[src/sv/cdt_pkg.sv]
// Shared types and constants for the countdown timer bank.
// No dependencies; imported by cdt_ctrl, cdt_dp and countdown_timer_bank.
package cdt_pkg;

    localparam int NUM_TIMERS = 16;
    localparam int TIME_BITS  = 24;
    localparam int IDX_W      = (NUM_TIMERS > 1) ? $clog2(NUM_TIMERS) : 1;
    localparam int CNT_W      = $clog2(NUM_TIMERS + 1);
    localparam int PROG_W     = 17;
    localparam int FRAC_BITS  = 16;

    localparam logic [2:0] K_START  = 3'd0;
    localparam logic [2:0] K_STOP   = 3'd1;
    localparam logic [2:0] K_PAUSE  = 3'd2;
    localparam logic [2:0] K_RESUME = 3'd3;
    localparam logic [2:0] K_TICK   = 3'd4;
    localparam logic [2:0] K_QUERY  = 3'd5;
    localparam logic [2:0] K_DRAIN  = 3'd6;
    localparam logic [2:0] K_CLEAR  = 3'd7;

    localparam logic [1:0] RK_STATUS = 2'd0;
    localparam logic [1:0] RK_ENTRY  = 2'd1;
    localparam logic [1:0] RK_NONE   = 2'd2;

    typedef enum logic [1:0] {
        OM_TICK,
        OM_QUERY,
        OM_ENTRY,
        OM_NONE
    } out_mode_t;

    typedef struct packed {
        logic [2:0]  kind;
        logic [3:0]  slot;
        logic [23:0] duration_ms;
        logic [23:0] elapsed_ms;
    } cmd_word_t;

    typedef struct packed {
        logic [1:0]  reply_kind;
        logic [3:0]  reply_slot;
        logic        exists;
        logic        is_active;
        logic        is_paused;
        logic        has_expired;
        logic [23:0] remaining_ms;
        logic [23:0] total_ms;
        logic [16:0] progress_q16;
        logic [4:0]  expired_now;
        logic        last;
    } rsp_word_t;

    typedef struct packed {
        logic      capture;
        logic      apply;
        logic      tick_step;
        logic      idx_clr;
        logic      idx_inc;
        logic      div_start;
        logic      div_sel_idx;
        logic      load_out;
        out_mode_t out_mode;
    } cdt_cmd_t;

    typedef struct packed {
        logic [2:0] kind;
        logic       idx_last;
        logic       cur_expired;
        logic       any_expired;
        logic       entry_last;
        logic       div_busy;
        logic       out_free;
    } cdt_stat_t;

endpackage

[src/sv/cdt_ctrl.sv]
// Sequencer for the countdown timer bank: decodes each word and steps the datapath.
// Depends on cdt_pkg.
module cdt_ctrl
    import cdt_pkg::*;
(
    input  logic      clk,
    input  logic      rst_n,
    input  logic      cmd_valid,
    output logic      cmd_ready,
    input  cdt_stat_t stat,
    output cdt_cmd_t  cmd
);

    typedef enum logic [3:0] {
        ST_IDLE,
        ST_EXEC,
        ST_TICK,
        ST_TICK_OUT,
        ST_QDIV,
        ST_QOUT,
        ST_DSCAN,
        ST_DDIV,
        ST_DOUT,
        ST_DNONE
    } state_t;

    state_t state_reg, state_next;

    always_comb
    begin
        state_next = state_reg;
        cmd        = '0;
        cmd.out_mode = OM_TICK;
        cmd_ready  = (state_reg == ST_IDLE);
        case (state_reg)
            ST_IDLE:
            begin
                if (cmd_valid)
                begin
                    cmd.capture = 1'b1;
                    state_next  = ST_EXEC;
                end
            end
            ST_EXEC:
            begin
                case (stat.kind)
                    K_TICK:
                    begin
                        cmd.idx_clr = 1'b1;
                        state_next  = ST_TICK;
                    end
                    K_QUERY:
                    begin
                        cmd.div_start = 1'b1;
                        state_next    = ST_QDIV;
                    end
                    K_DRAIN:
                    begin
                        cmd.idx_clr = 1'b1;
                        state_next  = stat.any_expired ? ST_DSCAN : ST_DNONE;
                    end
                    default:
                    begin
                        cmd.apply  = 1'b1;
                        state_next = ST_IDLE;
                    end
                endcase
            end
            ST_TICK:
            begin
                cmd.tick_step = 1'b1;
                cmd.idx_inc   = 1'b1;
                if (stat.idx_last)
                    state_next = ST_TICK_OUT;
            end
            ST_TICK_OUT:
            begin
                if (stat.out_free)
                begin
                    cmd.load_out = 1'b1;
                    cmd.out_mode = OM_TICK;
                    state_next   = ST_IDLE;
                end
            end
            ST_QDIV:
            begin
                if (!stat.div_busy)
                    state_next = ST_QOUT;
            end
            ST_QOUT:
            begin
                if (stat.out_free)
                begin
                    cmd.load_out = 1'b1;
                    cmd.out_mode = OM_QUERY;
                    state_next   = ST_IDLE;
                end
            end
            ST_DSCAN:
            begin
                if (stat.cur_expired)
                begin
                    cmd.div_start   = 1'b1;
                    cmd.div_sel_idx = 1'b1;
                    state_next      = ST_DDIV;
                end
                else
                begin
                    cmd.idx_inc = 1'b1;
                end
            end
            ST_DDIV:
            begin
                if (!stat.div_busy)
                    state_next = ST_DOUT;
            end
            ST_DOUT:
            begin
                if (stat.out_free)
                begin
                    cmd.load_out = 1'b1;
                    cmd.out_mode = OM_ENTRY;
                    cmd.idx_inc  = 1'b1;
                    state_next   = stat.entry_last ? ST_IDLE : ST_DSCAN;
                end
            end
            ST_DNONE:
            begin
                if (stat.out_free)
                begin
                    cmd.load_out = 1'b1;
                    cmd.out_mode = OM_NONE;
                    state_next   = ST_IDLE;
                end
            end
            default:
            begin
                state_next = ST_IDLE;
            end
        endcase
    end

    always_ff @(posedge clk or negedge rst_n)
    begin
        if (!rst_n)
            state_reg <= ST_IDLE;
        else
            state_reg <= state_next;
    end

endmodule

[src/sv/cdt_dp.sv]
// Datapath for the countdown timer bank: timer state, tick walk, progress divider
// and the result register. Depends on cdt_pkg.
module cdt_dp
    import cdt_pkg::*;
(
    input  logic      clk,
    input  logic      rst_n,
    input  cmd_word_t cmd_word,
    input  cdt_cmd_t  cmd,
    output cdt_stat_t stat,
    output logic      rsp_valid,
    input  logic      rsp_ready,
    output rsp_word_t rsp_word
);

    cmd_word_t              item_reg;
    logic [IDX_W-1:0]       idx_reg;
    logic [3:0]             n_reg;
    logic [CNT_W-1:0]       cnt_reg;
    logic [NUM_TIMERS-1:0]  exists_reg, active_reg, paused_reg, expired_reg;
    logic [TIME_BITS-1:0]   rem_mem [NUM_TIMERS];
    logic [TIME_BITS-1:0]   tot_mem [NUM_TIMERS];
    logic [IDX_W-1:0]       sel_reg;
    logic                   sel_ok_reg;

    logic                   div_busy_reg, div_special_reg;
    logic [3:0]             div_cnt_reg;
    logic [TIME_BITS-1:0]   div_r_reg;
    logic [PROG_W-1:0]      div_q_reg;

    logic                   rsp_valid_reg;
    rsp_word_t              rsp_reg;
    rsp_word_t              rsp_next;

    logic                   slot_ok;
    logic [IDX_W-1:0]       slot_idx, div_addr, rd_addr;
    logic [TIME_BITS-1:0]   rd_rem, rd_tot, dur, el;
    logic [TIME_BITS:0]     div_r2;
    logic                   div_ge, more;
    logic                   sel_ex;

    assign slot_ok  = (32'(item_reg.slot) < NUM_TIMERS);
    assign slot_idx = IDX_W'(item_reg.slot);
    assign dur      = TIME_BITS'(item_reg.duration_ms);
    assign el       = TIME_BITS'(item_reg.elapsed_ms);
    assign div_addr = cmd.div_sel_idx ? idx_reg : slot_idx;
    assign rd_addr  = cmd.tick_step ? idx_reg : (cmd.div_start ? div_addr : sel_reg);
    assign rd_rem   = rem_mem[rd_addr];
    assign rd_tot   = tot_mem[rd_addr];
    assign div_r2   = {div_r_reg, 1'b0};
    assign div_ge   = (div_r2 >= {1'b0, rd_tot});
    assign sel_ex   = sel_ok_reg && exists_reg[sel_reg];

    // any expired slot above the walk index
    always_comb
    begin
        more = 1'b0;
        for (int j = 0; j < NUM_TIMERS; j++)
        begin
            if (j > 32'(idx_reg) && expired_reg[j])
                more = 1'b1;
        end
    end

    always_comb
    begin
        stat.kind        = item_reg.kind;
        stat.idx_last    = (32'(idx_reg) == NUM_TIMERS - 1);
        stat.cur_expired = expired_reg[idx_reg];
        stat.any_expired = |expired_reg;
        stat.entry_last  = !more || (n_reg == 4'd15);
        stat.div_busy    = div_busy_reg;
        stat.out_free    = !rsp_valid_reg || rsp_ready;
    end

    // item, walk index and counters
    always_ff @(posedge clk or negedge rst_n)
    begin
        if (!rst_n)
        begin
            item_reg <= '0;
            idx_reg  <= '0;
            n_reg    <= '0;
            cnt_reg  <= '0;
        end
        else
        begin
            if (cmd.capture)
                item_reg <= cmd_word;
            if (cmd.idx_clr)
            begin
                idx_reg <= '0;
                n_reg   <= '0;
                cnt_reg <= '0;
            end
            else if (cmd.idx_inc)
            begin
                idx_reg <= stat.idx_last ? '0 : idx_reg + 1'b1;
            end
            if (cmd.load_out && cmd.out_mode == OM_ENTRY)
                n_reg <= n_reg + 4'd1;
            if (cmd.tick_step && active_reg[idx_reg] && !paused_reg[idx_reg]
                && rd_rem <= el)
                cnt_reg <= cnt_reg + 1'b1;
        end
    end

    // per-slot flags
    always_ff @(posedge clk or negedge rst_n)
    begin
        if (!rst_n)
        begin
            exists_reg  <= '0;
            active_reg  <= '0;
            paused_reg  <= '0;
            expired_reg <= '0;
        end
        else
        begin
            if (cmd.apply)
            begin
                case (item_reg.kind)
                    K_START:
                    begin
                        if (slot_ok)
                        begin
                            exists_reg[slot_idx] <= 1'b1;
                            active_reg[slot_idx] <= 1'b1;
                            paused_reg[slot_idx] <= 1'b0;
                        end
                    end
                    K_STOP:
                    begin
                        if (slot_ok && exists_reg[slot_idx])
                            active_reg[slot_idx] <= 1'b0;
                    end
                    K_PAUSE, K_RESUME:
                    begin
                        if (slot_ok && exists_reg[slot_idx] && active_reg[slot_idx])
                            paused_reg[slot_idx] <= (item_reg.kind == K_PAUSE);
                    end
                    K_CLEAR:
                    begin
                        exists_reg  <= '0;
                        active_reg  <= '0;
                        paused_reg  <= '0;
                        expired_reg <= '0;
                    end
                    default:
                    begin
                    end
                endcase
            end
            if (cmd.tick_step && active_reg[idx_reg] && !paused_reg[idx_reg]
                && rd_rem <= el)
            begin
                active_reg[idx_reg]  <= 1'b0;
                expired_reg[idx_reg] <= 1'b1;
            end
            if (cmd.load_out && cmd.out_mode == OM_ENTRY)
                expired_reg[sel_reg] <= 1'b0;
        end
    end

    // time stores; absent slots read as zero through the exists flag
    always_ff @(posedge clk)
    begin
        if (cmd.apply && item_reg.kind == K_START && slot_ok)
        begin
            rem_mem[slot_idx] <= dur;
            tot_mem[slot_idx] <= dur;
        end
        else if (cmd.apply && item_reg.kind == K_STOP && slot_ok && exists_reg[slot_idx])
        begin
            rem_mem[slot_idx] <= '0;
        end
        else if (cmd.tick_step && active_reg[idx_reg] && !paused_reg[idx_reg])
        begin
            rem_mem[idx_reg] <= (rd_rem <= el) ? '0 : rd_rem - el;
        end
    end

    // progress divider: one quotient bit per cycle
    always_ff @(posedge clk or negedge rst_n)
    begin
        if (!rst_n)
        begin
            div_busy_reg    <= 1'b0;
            div_special_reg <= 1'b0;
            div_cnt_reg     <= '0;
            sel_reg         <= '0;
            sel_ok_reg      <= 1'b0;
        end
        else if (cmd.div_start)
        begin
            div_busy_reg    <= 1'b1;
            div_cnt_reg     <= '0;
            sel_reg         <= div_addr;
            sel_ok_reg      <= cmd.div_sel_idx ? 1'b1 : slot_ok;
            div_special_reg <= (rd_tot == '0) || (rd_rem >= rd_tot);
        end
        else if (div_busy_reg)
        begin
            div_cnt_reg <= div_cnt_reg + 4'd1;
            if (div_special_reg || div_cnt_reg == 4'd15)
                div_busy_reg <= 1'b0;
        end
    end

    always_ff @(posedge clk)
    begin
        if (cmd.div_start)
        begin
            div_r_reg <= rd_rem;
            if (rd_tot == '0)
                div_q_reg <= '0;
            else if (rd_rem >= rd_tot)
                div_q_reg <= PROG_W'(1) << FRAC_BITS;
            else
                div_q_reg <= '0;
        end
        else if (div_busy_reg && !div_special_reg)
        begin
            div_r_reg <= div_ge ? TIME_BITS'(div_r2 - {1'b0, rd_tot}) : TIME_BITS'(div_r2);
            div_q_reg <= {div_q_reg[PROG_W-2:0], div_ge};
        end
    end

    // result register
    always_ff @(posedge clk or negedge rst_n)
    begin
        if (!rst_n)
            rsp_valid_reg <= 1'b0;
        else if (cmd.load_out)
            rsp_valid_reg <= 1'b1;
        else if (rsp_ready)
            rsp_valid_reg <= 1'b0;
    end

    always_comb
    begin
        rsp_next = '0;
        case (cmd.out_mode)
            OM_TICK:
            begin
                rsp_next.reply_kind  = RK_STATUS;
                rsp_next.expired_now = 5'(cnt_reg);
                rsp_next.last        = 1'b1;
            end
            OM_QUERY, OM_ENTRY:
            begin
                rsp_next.reply_kind   = (cmd.out_mode == OM_ENTRY) ? RK_ENTRY : RK_STATUS;
                rsp_next.reply_slot   = (cmd.out_mode == OM_ENTRY) ? 4'(sel_reg)
                                                                   : item_reg.slot;
                rsp_next.exists       = sel_ex;
                rsp_next.is_active    = sel_ex && active_reg[sel_reg];
                rsp_next.is_paused    = sel_ex && paused_reg[sel_reg];
                rsp_next.has_expired  = sel_ok_reg && expired_reg[sel_reg];
                rsp_next.remaining_ms = sel_ex ? 24'(rd_rem) : '0;
                rsp_next.total_ms     = sel_ex ? 24'(rd_tot) : '0;
                rsp_next.progress_q16 = sel_ex ? div_q_reg : '0;
                rsp_next.last         = (cmd.out_mode == OM_ENTRY) ? stat.entry_last : 1'b1;
            end
            OM_NONE:
            begin
                rsp_next.reply_kind = RK_NONE;
                rsp_next.last       = 1'b1;
            end
            default:
            begin
            end
        endcase
    end

    always_ff @(posedge clk)
    begin
        if (cmd.load_out)
            rsp_reg <= rsp_next;
    end

    assign rsp_valid = rsp_valid_reg;
    assign rsp_word  = rsp_reg;

endmodule

[src/sv/countdown_timer_bank.sv]
// Top level of the countdown timer bank: sequencer plus datapath.
// Depends on cdt_pkg, cdt_ctrl and cdt_dp.
//
//   channel | signals                        | payload
//   --------+--------------------------------+------------
//   command | cmd_valid, cmd_ready, cmd_word | cmd_word_t
//   reply   | rsp_valid, rsp_ready, rsp_word | rsp_word_t
//
// One word is handled at a time. Start, stop, pause, resume and clear are applied
// in the state after the word is captured. A tick walks the slots one per cycle.
// A query waits on the shared divider that makes one progress bit a cycle; a drain
// runs the divider for each listed slot and steps past each skipped slot.
// Reset clears every flag at once; the time stores need no clearing pass, since
// a slot that was never started reads through its exists flag as zero.
// The reply register parts the two sides: the next command word is taken while a
// finished reply waits; it holds the sequencer only when a new reply must be loaded.
module countdown_timer_bank
    import cdt_pkg::*;
(
    input  logic      clk,
    input  logic      rst_n,
    input  logic      cmd_valid,
    output logic      cmd_ready,
    input  cmd_word_t cmd_word,
    output logic      rsp_valid,
    input  logic      rsp_ready,
    output rsp_word_t rsp_word
);

    cdt_cmd_t  cmd;
    cdt_stat_t stat;

    // sequencer: decode the word, walk slots, wait on divider and reply slot
    cdt_ctrl u_ctrl (
        .clk       (clk),
        .rst_n     (rst_n),
        .cmd_valid (cmd_valid),
        .cmd_ready (cmd_ready),
        .stat      (stat),
        .cmd       (cmd)
    );

    // datapath: timer state, divider and reply register
    cdt_dp u_dp (
        .clk       (clk),
        .rst_n     (rst_n),
        .cmd_word  (cmd_word),
        .cmd       (cmd),
        .stat      (stat),
        .rsp_valid (rsp_valid),
        .rsp_ready (rsp_ready),
        .rsp_word  (rsp_word)
    );

    // a new reply never overwrites one still waiting
    a_no_overwrite: assert property (@(posedge clk) disable iff (!rst_n)
        cmd.load_out |-> (!rsp_valid || rsp_ready))
        else $error("reply overwritten while pending");

    // after a command is taken the sequencer is busy in the next cycle
    a_one_at_a_time: assert property (@(posedge clk) disable iff (!rst_n)
        (cmd_valid && cmd_ready) |=> !cmd_ready)
        else $error("command taken while busy");

    // a drain entry always describes an expired, started slot
    a_entry_sane: assert property (@(posedge clk) disable iff (!rst_n)
        (rsp_valid && rsp_word.reply_kind == RK_ENTRY) |-> (rsp_word.has_expired
        && rsp_word.exists && rsp_word.expired_now == 5'd0))
        else $error("bad drain entry");

    // the nothing-expired reply is always the only and final reply
    a_none_last: assert property (@(posedge clk) disable iff (!rst_n)
        (rsp_valid && rsp_word.reply_kind == RK_NONE) |-> rsp_word.last)
        else $error("nothing-expired reply not last");

endmodule

[config.mk]
export PLATFORM = sky130hd
export DESIGN_NAME = countdown_timer_bank
export DESIGN_NICKNAME = d
export VERILOG_FILES = /design/src/sv/cdt_pkg.sv /design/src/sv/cdt_ctrl.sv /design/src/sv/cdt_dp.sv /design/src/sv/countdown_timer_bank.sv
export SDC_FILE = /design/constraint.sdc
export NUM_CORES = 2
export LEC_CHECK = 0
export BUFFER_PORTS_ARGS = -buffer_cell sky130_fd_sc_hd__buf_2
export CORE_MARGIN = 4
export CORE_UTILIZATION = 50
export DETAILED_ROUTE_END_ITERATION = 8
export GPL_ROUTABILITY_DRIVEN = 0
export HOLD_SLACK_MARGIN = 0.12
export PLACE_DENSITY = 0.71
export SLEW_MARGIN = 20
export SYNTH_ARGS = -nofsm -noshare
export SYNTH_HDL_FRONTEND = slang
export SYNTH_SLANG_ARGS = --single-unit
[constraint.sdc]
create_clock -name clk -period 9.66 [get_ports clk]
set_input_delay 1.932 -clock clk [delete_from_list [all_inputs] [get_ports clk]]
set_output_delay 1.932 -clock clk [all_outputs]
set_load 0.02 [all_outputs]
* Word level (Yosys, flattened, before mapping)
Memory sizes are Yosys's and may differ from the RTL's.
Cells that the tools add are included.
** Word-level totals
- Bits in registers :: 270
- ROM bits :: 0
- RAM bits :: 768
- Bits in latches :: 0
- Memories :: 2
- Logic and storage cells :: 291
- Output and inout bits :: 83
** Operators by class
- Order comparisons :: 24
- Add/subtract/negate cells :: 6
- Mux-type cells :: 124
- Equality and inequality tests :: 30
- Multipliers :: 0
- Div/mod/pow operators :: 0
- Shifts and indexed selects :: 0
- Bitwise operators :: 11
- Reduce and logical (&&, ||, !) cells :: 63
** Memories
- u_dp.rem_mem :: depth 16, bits a word 24, read ports 1, clocked after Yosys merged registers in 0, wr ports 1, line cdt_dp.sv:21 : logic [TIME_BITS-1:0] rem_mem [NUM_TIMERS];
- u_dp.tot_mem :: depth 16, bits a word 24, read ports 1, clocked after Yosys merged registers in 0, wr ports 1, line cdt_dp.sv:22 : logic [TIME_BITS-1:0] tot_mem [NUM_TIMERS];
** Operators with widths (count)
- 2-to-1 mux 24 bit :: 6
- 2-to-1 mux 16 bit :: 8
- one-hot mux 16 bit (3 select lines) :: 2
- 2-to-1 mux 4 bit :: 20
- 2-to-1 mux 17 bit :: 4
- bitwise AND 16 bit :: 4
- 2-to-1 mux 1 bit :: 55
- inverter 16 bit :: 3
- OR 16 bit :: 3
- subtractor 24 bit :: 2
- binary-select mux 1 bit (select 4 bit) :: 9
- greater-than comparator 4 bit, first input constant :: 8
- one-hot mux 16 bit (2 select lines) :: 1
- one-hot mux 4 bit (8 select lines) :: 1
- logical AND 1 bit :: 31
- greater-or-equal comparator 25 x 24 -> 1 bit :: 1
- greater-or-equal comparator 24 bit :: 1
- less-or-equal comparator 24 bit :: 1
- logical NOT 24 bit :: 1
- OR reduction 24 bit :: 1
- == test 4 bit, second input constant :: 5
- bitwise mux 16 bit :: 1
- == test 4 x 3 -> 1 bit, second input constant :: 4
- greater-than comparator 3 x 4 -> 1 bit, first input constant :: 4
- 38 further kinds :: 82

* Longest topological paths before layout
- Word-level depth :: 22
- Depth in mapped cells :: 34
- Gate-level depth less buffers :: 26

* Hierarchy
Synthesis repeated with hierarchy kept, for this count alone.
** Second synthesis, totals
- Cells, all modules :: 3463
- Area total of the unflattened synthesis :: 46818.7 µm²
** Modules (own cells, without submodules)
- cdt_dp :: cells an instance 3392, area each 46286.9 µm², seq. area each 30329.1 µm², times used 1
- cdt_ctrl :: cells an instance 71, area each 531.8 µm², seq. area each 100.1 µm², times used 1

* Worst setup path before layout
No wires, ideal clock.
- Kind :: flip-flop to flip-flop
- Start :: reg u_dp.idx_reg[0]
- End :: mem u_dp.rem_mem[0][10], data pin
- Setup slack :: 1.905 ns
- Period minus slack after synthesis :: 7.755 ns
- Data arrival time :: 7.546 ns
- Buffers on the path :: 9
- Stages on the path, launching flop included :: 34
- Setup time :: 0.209 ns
- Cell sequence :: dfrtp_1 buf_6 mux4_2 mux2_2 a2bb2o_2 buf_2 nor2_4 mux2i_1 buf_2 buf_2 buf_2 buf_1 buf_2 mux4_2 nand2_1 a31oi_1 inv_1 ha_1 fa_1 nor2b_1 o21ai_0 a21boi_0 o21ai_0 a21boi_0 o21ai_0 a21oi_1 o21a_1 o21ai_0 o21ba_2 o41ai_1 and3_1 clkbuf_1 clkbuf_1 a22o_1
** On the way
- Cells in the longest elaborated chain, start to end :: 11
- Elaborated cells on any way between the ends :: 25
- Those cells by class :: 1 x add/sub; 1 x order compare; 18 x mux; 4 x reduce/logical; 1 x memory
** Ends and longest elaborated chain
- start: declaration :: line cdt_dp.sv:17 : logic [IDX_W-1:0] idx_reg;
- start signal: assignment :: line cdt_dp.sv:98 : idx_reg <= stat.idx_last ? '0 : idx_reg + 1'b1;
- binary-select mux 1 bit (select 4 bit) :: line cdt_dp.sv:69 : stat.cur_expired = expired_reg[idx_reg];
- 2-to-1 mux 1 bit (implied by the code) :: line cdt_dp.sv:69
- 2-to-1 mux 2 bit :: line cdt_ctrl.sv:101 : if (stat.cur_expired)
- 2-to-1 mux 1 bit :: line cdt_ctrl.sv:35 : case (state_reg)
- 2-to-1 mux 4 bit :: line cdt_dp.sv:46 : assign div_addr = cmd.div_sel_idx ? idx_reg : slot_idx;
- 2-to-1 mux 4 bit
- 2-to-1 mux 4 bit :: line cdt_dp.sv:47 : assign rd_addr = cmd.tick_step ? idx_reg : (cmd.div_start ? div_addr : sel_reg);
- memory read (16 x 24 bit)
- subtractor 24 bit or less-or-equal comparator 24 bit (tied branches) :: line cdt_dp.sv:179 : rem_mem[idx_reg] <= (rd_rem <= el) ? '0 : rd_rem - el;
- 2-to-1 mux 24 bit :: line cdt_dp.sv:179
- 2-to-1 mux 24 bit (no source line) (*)
- end: declaration :: line cdt_dp.sv:21
Every way passes the cells marked *; elsewhere a longest branch is shown, timed or not. The select of a mux whose other input is x is not followed.

* Worst setup path after layout
- Start :: reg u_dp.idx_reg[1]
- End :: mem u_dp.rem_mem[8][0], data pin
Same word-level chain as after synthesis.

==> run summary <==
WL per Instance - 28.44 microns
First-pass GRT wire length - 178.1 mm
Final wirelength - 121.6 mm
Final worst path period share - 90.26%
Top_reg_cell synth - edfxtp_1
Post-placement cell area - 0.04789 sq mm
Antenna violations before repair - 4
Post-DP HPWL - 75.37 mm
Global Route Usage Sum - 25.48%
Number of synthesized register bits - 1038
Core Area - 0.08987 sq mm
Cell row count - 110
Setup ws final - 0.9404 ns
Total CTS buffers - 103
DRT iter0 DRCs - 3841
Total negative slack - 0 ns
Placed instance count - 4083
Crit path required time - 10.07 ns
Worst path arrival time - 9.13 ns
GRT overflow - 0
Layout cells sized above 1 - 24.71%
Synth top area share - 59.01%
Clock Sinks - 1038
Design Area, Final - 0.05136 sq mm
Max Clk Rate - 114.7 MHz
Asr flop ratio synth - 14.26%
Worst slew pin tran - 1.156 ns
Die area - 0.09546 sq mm
Fillers - 6756
CTS Hold Bufs - 0
Vias in the first global route - 27080
Fin crit period - 8.720 ns
Post-synth cell types - 69
IO Count - 142
Syn nets - 2959
DR vias - 27340
# setup viols final - 0
Worst setup EP type - flop
Initial core utilization - 50.40%
Clk_skew - 0.04051 ns
Post-CTS Setup Bufs - 0
Slew headroom - 22.93%
Latest clock arrival within the worst-skew pair - 0.69 ns
Most common cell after layout, fill and taps aside - edfxtp_1
Fin. max-slew vios - 0
Synth warn - 0
Pre-CTS setup slack - 1.156 ns
Largest net degree at the start of global routing - 82
Cell Area, Synth - 0.04529 sq mm
Chip Height - 309.0 microns
Max Buffers Root-to-Sink - 3
Post-route insts no fill - 4278
Register area share after synthesis - 67.18%
DR DRC count - 0
Commonest cells after routing, fill and taps aside - edfxtp_1 (890), mux4_2 (227), nand2_1 (166), dfrtp_1 (148), buf_2 (140)
DIE WIDTH - 309.0 microns
Final nets - 3155
CTS tree - yes
Via density - 6.391
Worst-path clk slew - 0.06 ns
Port buffer count - 141
RSZ-0062 raised after global routing - false
Synth area leader - edfxtp_1
Post-cts sizing count - 0
Synth Area per Inst - 16.08 sq um
Worst hold path class - flop to flop
Top post-synthesis cells by area - edfxtp_1 (59%), mux4_2 (11%), dfrtp_1 (8.2%), ha_1 (2.3%), mux2_2 (1.7%)
Startpoint types - flop
Crit path max fanout - 16
Antenna viol nets, final - 0
Area grow syn2layout - 13.40%
Detailed Routing Iterations Pass 1 - 8
Syn Inst Count - 2816
Max-Cap Viols - 0
Status - finished clean
Post-synth EDFFs - 890
H-tree levels - 3
Crit Path Class - flop to flop
Clk root buf - clkbuf_16
Final Hold Vio Count - 0
-- area by class of cell --
| type | count | area, sq um | area share, % |
|---|---|---|---|
| diodes | 2 | 5.005 | 0.009744 |
| clock buffers | 137 | 2786 | 5.425 |
| clock inverters | 56 | 675.6 | 1.315 |
| inverters | 73 | 274.0 | 0.5335 |
| multi-input cells | 1547 | 14110 | 27.47 |
| flip-flops and latches | 1038 | 30430 | 59.24 |
| well taps | 1176 | 1471 | 2.865 |
| repair buffers | 249 | 1614 | 3.142 |
-- worst paths after layout --
path / start / to / slack, ns / depth (start not counted)
worst max-delay path: u_dp.idx_reg[1]$_DFFE_PN0P_ / u_dp.rem_mem[8][0]$_DFFE_PP_ / 0.94 / 26
min in group asynchronous: rst_n / u_dp.expired_reg[7]$_DFF_PN0_ / 1.34 / 1
worst min register to register: u_dp.sel_ok_reg$_DFFE_PN0N_ / u_dp.sel_ok_reg$_DFFE_PN0N_ / 0.49 / 1
worst min-delay path: u_dp.sel_ok_reg$_DFFE_PN0N_ / u_dp.sel_ok_reg$_DFFE_PN0N_ / 0.49 / 1
worst max register to register: u_dp.idx_reg[1]$_DFFE_PN0P_ / u_dp.rem_mem[8][0]$_DFFE_PP_ / 0.94 / 26
max in group asynchronous: rst_n / u_dp.exists_reg[3]$_DFFE_PN0P_ / 6.85 / 2
-- critical path, cell delays in order, from the launching register on --
cell and delay (ns):
dfrtp_1 0.74, mux4_2 0.57, mux2i_1 0.21, a2bb2o_2 0.40
nor2_4 0.23, mux2i_4 0.86, buf_4 0.36, mux4_2 0.21
nand2_1 0.06, a31oi_1 0.33, inv_1 0.14, ha_1 0.24
fa_1 0.43, nor2b_1 0.13, o21ai_0 0.11, a21boi_0 0.27
o21ai_0 0.15, a21boi_0 0.26, o21ai_0 0.14, a21oi_1 0.22
o21a_1 0.15, o21ai_0 0.12, o21ba_2 0.25, o41ai_1 0.57
and3_1 0.45, buf_4 0.31, a22o_1 0.49
-- cells by family after synthesis --
| family | share of synthesized area, % |
|---|---|
| mux | 14.35 |
| buf+inv | 2.180 |
| simple gates | 6.395 |
| compound gates | 6.649 |
| flops | 67.18 |
| fa+ha+maj | 2.354 |
| xor+xnor | 0.8895 |
-- stage by stage --
step	util (%)	hold slack (ns)
after global routing	57.14	0.5045
after global placement	53.28	0.4627
after floorplan	-	0.4402
after detailed placement	53.29	0.4711
after CTS	57.14	0.4920
final	57.15	0.4949
-- synth_stat cells, drive strengths merged (4+ instances only) --
cell type	n
a211oi	42
xor2	13
nor4	11
a31o	4
a21boi	8
nor3	32
o31ai	5
nand2	168
a31oi	63
and2	120
xnor2	33
nand3b	4
a22o	25
ha	82
a21o	27
edfxtp	890
and3	10
o211ai	7
dfrtp	148
nand4	15
o21bai	4
nand2b	22
o21a	22
o22ai	19
buf	57
nor2	132
nor2b	33
or2	5
o21ai	101
a32oi	18
mux2	68
clkbuf	101
a21oi	104
nand3	27
mux4	227
mux2i	62
inv	73
-- routing by layer --
metal / GRT usage (%) / wire [microns] / vias up
met5: 0 / 0 / -
li1: - / - / 11410
met4: 7.778 / 3771 / 0
met2: 40.15 / 56430 / 1729
met3: 5.299 / 14010 / 248
met1: 36.29 / 47440 / 13950
Power is left out: the tool's default activity adds up to more than one toggle a clock period on the data nets, which glitch-free logic cannot reach.
